[config.mk]
export PLATFORM = sky130hd
export DESIGN_NAME = eeb_core
export DESIGN_NICKNAME = d
export VERILOG_FILES = /design/src/rtl/eeb_pkg.sv /design/src/rtl/eeb_core.sv
export SDC_FILE = /design/constraint.sdc
export NUM_CORES = 1
export LEC_CHECK = 0
export ABC_CLOCK_PERIOD_IN_PS = 33200
export CAP_MARGIN = 10
export CORE_UTILIZATION = 43
export CTS_CLUSTER_SIZE = 25
export DETAILED_ROUTE_END_ITERATION = 16
export DONT_BUFFER_PORTS = 1
export MAX_ROUTING_LAYER = met4
export PLACE_DENSITY = 0.62
export SYNTH_ARGS = -nofsm -noshare
export SYNTH_HDL_FRONTEND = slang
export SYNTH_SLANG_ARGS = --single-unit
[constraint.sdc]
create_clock -name clk -period 33.2 [get_ports clk]
set_clock_uncertainty 0.15 [all_clocks]
set_input_delay 9.96 -clock clk [delete_from_list [all_inputs] [get_ports clk]]
set_output_delay 9.96 -clock clk [all_outputs]
set_load 0.01 [all_outputs]
[src/rtl/eeb_pkg.sv]
// Package for the I2C EEPROM byte access block with read voting.
// Holds the sequencer state type, bus phase kinds and the per-tick step functions.
// No dependencies.
package eeb_pkg;

  typedef enum logic [3:0] {
    K_START, K_SEND_DW, K_SEND_DR, K_SEND_A, K_SEND_D,
    K_ACK, K_RECV, K_NOACK, K_STOP, K_GAP
  } kind_t;

  typedef enum logic [1:0] {
    CFG_DEVICE   = 2'd0,
    CFG_PHASE    = 2'd1,
    CFG_GAP      = 2'd2,
    CFG_TRIES    = 2'd3
  } cfg_reg_t;

  localparam int unsigned CFG_IDX_W = 8;
  localparam logic [7:0] NACK_VALUE = 8'h55;
  localparam logic [3:0] READ_STOP_PHASE = 4'd11;
  localparam logic [3:0] WRITE_STOP_PHASE = 4'd8;
  localparam logic [6:0] DEVICE_RST = 7'd80;
  localparam logic [9:0] PHASE_RST = 10'd4;
  localparam logic [15:0] GAP_RST = 16'd1000;
  localparam logic [2:0] TRIES_RST = 3'd3;

  typedef struct packed {
    logic [6:0]  dev_sel;
    logic [9:0]  phase_ticks;
    logic [15:0] gap_ticks;
    logic [2:0]  tries;
  } cfg_t;

  typedef struct packed {
    logic [3:0]      ps;
    logic [15:0]     tc;
    logic [3:0]      bc;
    logic [7:0]      sb;
    logic [7:0]      ha;
    logic [7:0]      hd;
    logic [2:0][7:0] rs;
    logic [1:0]      rr;
    logic [2:0]      tcnt;
    logic            isw;
    logic [1:0]      sub;
    logic            rawwr;
    logic            ackf;
    logic            scl;
    logic            sda;
    logic            done;
    logic [7:0]      data;
    logic            err;
  } st_t;

  function automatic kind_t cur_kind(st_t s);
    kind_t k;
    k = K_GAP;
    if (s.rawwr) begin
      case (s.ps)
        4'd1: k = K_START;
        4'd2: k = K_SEND_DW;
        4'd3: k = K_ACK;
        4'd4: k = K_SEND_A;
        4'd5: k = K_ACK;
        4'd6: k = K_SEND_D;
        4'd7: k = K_ACK;
        4'd8: k = K_STOP;
        default: k = K_GAP;
      endcase
    end else begin
      case (s.ps)
        4'd1: k = K_START;
        4'd2: k = K_SEND_DW;
        4'd3: k = K_ACK;
        4'd4: k = K_SEND_A;
        4'd5: k = K_ACK;
        4'd6: k = K_START;
        4'd7: k = K_SEND_DR;
        4'd8: k = K_ACK;
        4'd9: k = K_RECV;
        4'd10: k = K_NOACK;
        4'd11: k = K_STOP;
        default: k = K_GAP;
      endcase
    end
    return k;
  endfunction

  function automatic st_t apply_lines(st_t s, cfg_t c);
    st_t r;
    kind_t k;
    logic [7:0] v;
    r = s;
    k = cur_kind(s);
    r.tc = (c.phase_ticks == '0) ? 16'd1 : {6'd0, c.phase_ticks};
    case (k)
      K_SEND_DW: v = {c.dev_sel, 1'b0};
      K_SEND_DR: v = {c.dev_sel, 1'b1};
      K_SEND_A:  v = s.ha;
      default:   v = s.hd;
    endcase
    case (k)
      K_START: begin
        case (s.sub)
          2'd0: r.sda = 1'b1;
          2'd1: r.scl = 1'b1;
          2'd2: r.sda = 1'b0;
          default: r.scl = 1'b0;
        endcase
      end
      K_SEND_DW, K_SEND_DR, K_SEND_A, K_SEND_D: begin
        if (s.bc < 4'd8) begin
          if (s.sub == 2'd0) r.sda = v[3'd7 - s.bc[2:0]];
          else if (s.sub == 2'd1) r.scl = 1'b1;
          else r.scl = 1'b0;
        end
      end
      K_ACK: begin
        if (s.sub == 2'd0) begin
          r.sda = 1'b1;
          r.scl = 1'b1;
        end else r.scl = 1'b0;
      end
      K_RECV: begin
        if (s.sub == 2'd0) begin
          r.sda = 1'b1;
          r.scl = 1'b0;
        end else r.scl = (s.sub == 2'd1);
      end
      K_NOACK: begin
        if (s.sub == 2'd0) begin
          r.sda = 1'b1;
          r.scl = 1'b0;
        end else if (s.sub == 2'd2) r.scl = 1'b1;
      end
      K_STOP: begin
        if (s.sub == 2'd0) begin
          r.scl = 1'b0;
          r.sda = 1'b0;
        end else if (s.sub == 2'd1) r.scl = 1'b1;
      end
      default: begin
        r.scl = 1'b1;
        r.sda = 1'b1;
        r.tc = c.gap_ticks;
      end
    endcase
    return r;
  endfunction

  function automatic st_t enter_phase(st_t s, cfg_t c, logic [3:0] ps);
    st_t r;
    r = s;
    r.ps = ps;
    r.sub = 2'd0;
    r.bc = 4'd0;
    r.ackf = 1'b0;
    return apply_lines(r, c);
  endfunction

  function automatic st_t start_raw(st_t s, cfg_t c, logic wr);
    st_t r;
    r = s;
    r.rawwr = wr;
    return enter_phase(r, c, 4'd1);
  endfunction

  function automatic st_t finish_cmd(st_t s, logic [7:0] val, logic e);
    st_t r;
    r = s;
    r.ps = 4'd0;
    r.tc = 16'd0;
    r.scl = 1'b1;
    r.sda = 1'b1;
    r.done = 1'b1;
    r.data = val;
    r.err = e;
    return r;
  endfunction

  function automatic st_t after_vote(st_t s, cfg_t c, logic [7:0] v, logic verr);
    st_t r;
    logic [2:0] tries;
    r = s;
    tries = (c.tries == '0) ? 3'd1 : c.tries;
    if (!s.isw) r = finish_cmd(s, v, verr);
    else if (v == s.hd) r = finish_cmd(s, 8'd0, verr);
    else begin
      r.tcnt = s.tcnt + 3'd1;
      if (r.tcnt >= tries) r = finish_cmd(r, 8'd0, 1'b1);
      else r = start_raw(r, c, 1'b1);
    end
    return r;
  endfunction

  function automatic st_t raw_done(st_t s, cfg_t c);
    st_t r;
    r = s;
    if (s.rawwr) begin
      r.rr = 2'd0;
      r = start_raw(r, c, 1'b0);
    end else begin
      if (s.rr != 2'd3) r.rs[s.rr] = s.sb;
      r.rr = s.rr + 2'd1;
      if (r.rr < 2'd2) r = start_raw(r, c, 1'b0);
      else if (r.rr == 2'd2) begin
        if (r.rs[0] == r.rs[1]) r = after_vote(r, c, r.rs[0], 1'b0);
        else r = start_raw(r, c, 1'b0);
      end else if (r.rs[0] == r.rs[2]) r = after_vote(r, c, r.rs[0], 1'b0);
      else if (r.rs[1] == r.rs[2]) r = after_vote(r, c, r.rs[1], 1'b0);
      else r = after_vote(r, c, NACK_VALUE, 1'b1);
    end
    return r;
  endfunction

  function automatic st_t end_segment(st_t s, cfg_t c, logic sda);
    st_t r;
    r = s;
    case (cur_kind(s))
      K_START: begin
        if (s.sub < 2'd3) begin
          r.sub = s.sub + 2'd1;
          r = apply_lines(r, c);
        end else r = enter_phase(r, c, s.ps + 4'd1);
      end
      K_SEND_DW, K_SEND_DR, K_SEND_A, K_SEND_D: begin
        if (s.bc >= 4'd8) r = enter_phase(r, c, s.ps + 4'd1);
        else begin
          if (s.sub < 2'd2) r.sub = s.sub + 2'd1;
          else begin
            r.sub = 2'd0;
            r.bc = s.bc + 4'd1;
          end
          r = apply_lines(r, c);
        end
      end
      K_ACK: begin
        if (s.sub == 2'd0) begin
          r.ackf = sda;
          r.sub = 2'd1;
          r = apply_lines(r, c);
        end else if (s.ackf) begin
          r.sb = NACK_VALUE;
          r = enter_phase(r, c, s.rawwr ? WRITE_STOP_PHASE : READ_STOP_PHASE);
        end else r = enter_phase(r, c, s.ps + 4'd1);
      end
      K_RECV: begin
        if (s.sub == 2'd1) begin
          r.sb = {s.sb[6:0], sda};
          r.sub = 2'd2;
          r = apply_lines(r, c);
        end else if (s.sub == 2'd2) begin
          if (s.bc >= 4'd7) r = enter_phase(r, c, s.ps + 4'd1);
          else begin
            r.bc = s.bc + 4'd1;
            r.sub = 2'd1;
            r = apply_lines(r, c);
          end
        end else begin
          r.sub = 2'd1;
          r = apply_lines(r, c);
        end
      end
      K_NOACK, K_STOP: begin
        if (s.sub < 2'd2) begin
          r.sub = s.sub + 2'd1;
          r = apply_lines(r, c);
        end else r = enter_phase(r, c, s.ps + 4'd1);
      end
      default: r = raw_done(s, c);
    endcase
    return r;
  endfunction

endpackage

[src/rtl/eeb_core.sv]
// Bus sequencer state and the per-tick step logic.
// Depends on eeb_pkg for the state type and step functions.
module eeb_core import eeb_pkg::*; (
  input  logic       clk,
  input  logic       rst,
  input  logic       en,
  input  cfg_t       cfg,
  input  logic       cmd_valid,
  input  logic       operation,
  input  logic [7:0] mem_address,
  input  logic [7:0] write_data,
  input  logic       sda_in,
  output st_t        res
);

  st_t st;
  st_t st_next;

  always_comb begin
    st_next = st;
    st_next.done = 1'b0;
    st_next.err = 1'b0;
    st_next.data = 8'd0;
    if (st.ps == 4'd0) begin
      if (cmd_valid) begin
        st_next.isw = operation;
        st_next.ha = mem_address;
        st_next.hd = write_data;
        st_next.rr = 2'd0;
        st_next.tcnt = 3'd0;
        st_next = start_raw(st_next, cfg, operation);
      end
    end else begin
      if (st_next.tc != '0) st_next.tc = st_next.tc - 16'd1;
      for (int i = 0; i < 2; i++) begin
        if (st_next.ps != 4'd0 && st_next.tc == '0) begin
          st_next = end_segment(st_next, cfg, sda_in);
        end
      end
    end
  end

  always_ff @(posedge clk) begin
    if (rst) begin
      st <= '{scl: 1'b1, sda: 1'b1, default: '0};
    end else if (en) begin
      st <= st_next;
    end
  end

  assign res = st_next;

endmodule

==> impl_metrics.tcl <==
set metrics [dict create \
    netSwitchingFraction_pct 50.88 \
    num_io_pins 152 \
    diodes 0 \
    drive_gt1_share_pct 9.044 \
    synth-main-ff-cell "dfxtp_1" \
    slowest_stage "nor2_1" \
    grt-ovfl-total 0 \
    cts_buffers 9 \
    clk_pin_slew_ns 0.07 \
    min_from "st[55]$_SDFFE_PP0P_" \
    yosysMostFrequentCell "nor2_1" \
    wl_per_cell_um 31.73 \
    critPathBufInv 3 \
    fin_crit_ns 26.54 \
    vias_per_cell 7.248 \
    cp.required_ns 23.09 \
    switching_power_uw 264.8 \
    core.rowCount 69 \
    h-tree-depth 3 \
    holdCritPathClass "register to register" \
    synthDistinctLibCells 114 \
    grt_start_max_net_pins 88 \
    cp.depth 22 \
    grt_pass1_wl_mm 117.3 \
    worstSkewPairLatency_ns 0.41 \
    irDropWorstVdd_mv 0.02892 \
    p_int_uw 255.6 \
    synth_top_cell_area_share_pct 11.92 \
    rsz0062_at_grt "false" \
    syn_avg_cell_area_um2 6.899 \
    crit_path_end_kind "primary output" \
    cp-start-kind "input port" \
    cts_setup_buffers 0 \
    fin_util_pct 45.06 \
    dp.cells 2568 \
    p_seq_share_pct 25.9 \
    finalSetupViolations 0 \
    drc 0 \
    grtUsageTotal_pct 45.04 \
    gp_congestion 1.061 \
    p_leak_uw 0.006010 \
    cp_top_family "compound AO/OA/AOI/OAI gates" \
    synth_seq_area_share_pct 11.92 \
    netlist_area_um2 15450 \
    cp.arrival_ns 16.43 \
    die_h_um 191.5 \
    layout.cells.non_filler 2584 \
    place_area_um2 15690 \
    largest_register "st" \
    combPwrFrac_pct 51.3 \
    tightest_slew_ns 1.441 \
    io_buffers 0 \
    cts_tree "built" \
    max_stage_delay_ns 0.79 \
    fin_area_um2 15990 \
    r2r-start "st[90]$_SDFFE_PP0P_" \
    max_slew_margin_pct 3.933 \
    die_area_um2 36680 \
    postCtsHoldBufs 0 \
    synth_edf_count 0 \
    cts_resized 0 \
    ys_ff_latch 92 \
    critPathKind "input port to primary output" \
    wirelength_mm 81.98 \
    drtIter0Drc 2358 \
    die-width_um 191.5 \
    maxSlewViolCount 0 \
    core_um2 35480 \
    areaGrowthSynthToFinish_pct 3.507 \
    largest_reg_flops 84 \
    yosys.area.top_type "dfxtp_1" \
    top_regs "st (84)" \
    clock-sinks 92 \
    antenna_left 0 \
    synth_common_cells "nor2_1 (227), nand2_1 (203), a21oi_1 (154), clkbuf_1 (133), o21ai_0 (129)" \
    yosys-top-cells-area "dfxtp_1 (12%), mux2i_1 (5.8%), nor2_1 (5.5%)" \
    netlist_instances 2239 \
    finalHoldWorstSlack_ns 0.3600 \
    worstSetupStartpoint "cfg[1]" \
    hold_viol 0 \
    cp_max_fo 18 \
    drtPass1Iterations 8 \
    hold_depth 2 \
    cap_viol_max_count 0 \
    initial_core_util_pct 43.53 \
    synth_warnings 0 \
    via_count 18729 \
    ys_async_sr_fraction_pct 0 \
    grt_antenna_before_repair 1 \
    root_buffer "clkbuf_16" \
    r2r_cells 26 \
    syn_nets 2347 \
    powerDensity_nw_per_um2 32.55 \
    fin_crit_sh_pct 79.93 \
    worstPathCellList "o21bai_1 -> ha_1 -> nand2b_1 -> a21o_1 -> a21oi_1 -> o211ai_1 -> a21oi_1 -> nor3_1 -> buf_4 -> a21boi_2 -> inv_1 -> ha_1 -> inv_1 -> a21oi_1 -> a211oi_1 -> mux2i_2 -> o2111ai_2 -> and2_1 -> nand3_1 -> nor2_1 -> nor2_1 -> a221oi_1" \
    power.share.clock_pct 22.7 \
    crit_top_cell "a21oi_1" \
    grt_pass1_vias 17080 \
    status "finished clean" \
    tns_ns 0 \
    fmax_ghz 0.03768 \
    dp_hpwl_mm 62.55 \
    nets 2226 \
    clk_path_buf_depth 2 \
]
cells in the final DEF, fill, tap and decap left out, types with 11 or more instances in the layout:
master | Yosys | layout
xor2_1 | 47 | 47
nor3_1 | 79 | 77
xnor2_1 | 49 | 49
o211ai_1 | 23 | 23
a21oi_1 | 154 | 154
a2111oi_0 | 11 | 11
inv_1 | 95 | 95
a22o_1 | 33 | 33
a21o_1 | 22 | 22
nand2b_1 | 25 | 25
mux2_2 | 18 | 18
a22oi_1 | 27 | 27
nor2b_1 | 29 | 29
or2_2 | 16 | 16
nand3_1 | 67 | 67
nor4_1 | 16 | 15
and3_1 | 22 | 22
o22ai_1 | 30 | 30
a221oi_1 | 29 | 29
nand4_1 | 31 | 31
o31ai_1 | 16 | 16
o221ai_1 | 30 | 30
buf_4 | 3 | 51
ha_1 | 50 | 50
dfxtp_1 | 92 | 92
nand2_1 | 203 | 202
and2_1 | 21 | 21
a211oi_1 | 40 | 40
o21ai_0 | 129 | 129
a31oi_1 | 25 | 25
mux2i_1 | 89 | 89
nor2_1 | 227 | 224
o21a_1 | 15 | 15
or3_1 | 23 | 23
o21bai_1 | 11 | 11
path summary, 6_finish.rpt:
path                                            end  slack, ns
worst min register to register  st[55]$_SDFFE_PP0P_       0.36
worst max-delay path                        res[45]       6.66
worst min-delay path            st[55]$_SDFFE_PP0P_       0.36
worst max register to register             register      23.41
area by class of cell:
cell class	count	area (um^2)
well taps	461	576.8
clock inverters	5	61.31
flip-flops and latches	92	1842
fillers	3838	19490
repair buffers	51	382.9
inverters	102	382.9
multi-input cells	1862	12510
clock buffers	11	232.7
kinds of logic after synthesis:
kind of cell	after synthesis	synth area share, %
xor gates and xnor gates	97	5.589
muxes	121	8.935
DFF	92	11.92
and+or+nand+nor	840	27.58
AOI/OAI and AO/OA	754	34.61
adders and majority gates	50	4.050
buffers and inverters	285	7.315
layer usage:
metal / GRT usage, % / vias to the layer above / part of all wire, %
met4: 31.59 / 0 / 8.1
met1: 52.30 / 8958 / 38
met3: 8.849 / 361 / 9.5
met2: 69.57 / 1250 / 44
li1: - / 8160 / -
met5: - / - / 0
power by group through the flow:
| stage | clock [uW] | sequential (uW) | combinational (uW) |
|---|---|---|---|
| 6_report | 118 | 135 | 267 |
| 5_1_grt | 121 | 135 | 280 |
| 4_1_cts | 120 | 134 | 257 |
| 3_5_place_dp | 0 | 136 | 255 |
| 3_3_place_gp | 0 | 136 | 255 |
| 2_1_floorplan | 0 | 122 | 185 |
stage by stage:
| stage | worst slack, ns | total power [uW] |
|---|---|---|
| 2_1_floorplan | 8.403 | 307.0 |
| 3_3_place_gp | 6.981 | 391.7 |
| 3_5_place_dp | 6.871 | 391.7 |
| 4_1_cts | 6.865 | 510.1 |
| 5_1_grt | 6.353 | 536.4 |
| 6_report | 6.662 | 520.4 |
worst reg2reg max path, stage by stage, from the launching register on:
cell	delay (ns)
dfxtp_1	0.67
inv_1	0.17
ha_1	0.28
nand2_2	0.06
buf_4	0.52
o311ai_1	0.41
or3_4	0.53
or3_4	0.56
nor3_4	0.60
mux2i_1	0.47
inv_1	0.13
ha_1	0.28
nand2b_1	0.16
buf_4	0.22
and3_1	0.19
a21oi_1	0.81
xor2_1	0.15
nor3_1	0.50
nand3_1	0.39
nor4_2	0.53
a211oi_2	0.16
or2_2	0.41
nor3b_4	0.20
nor3_2	0.39
inv_1	0.12
ha_1	0.31
mux2_2	0.32
Note: power is estimated with default switching activity, not from simulation.
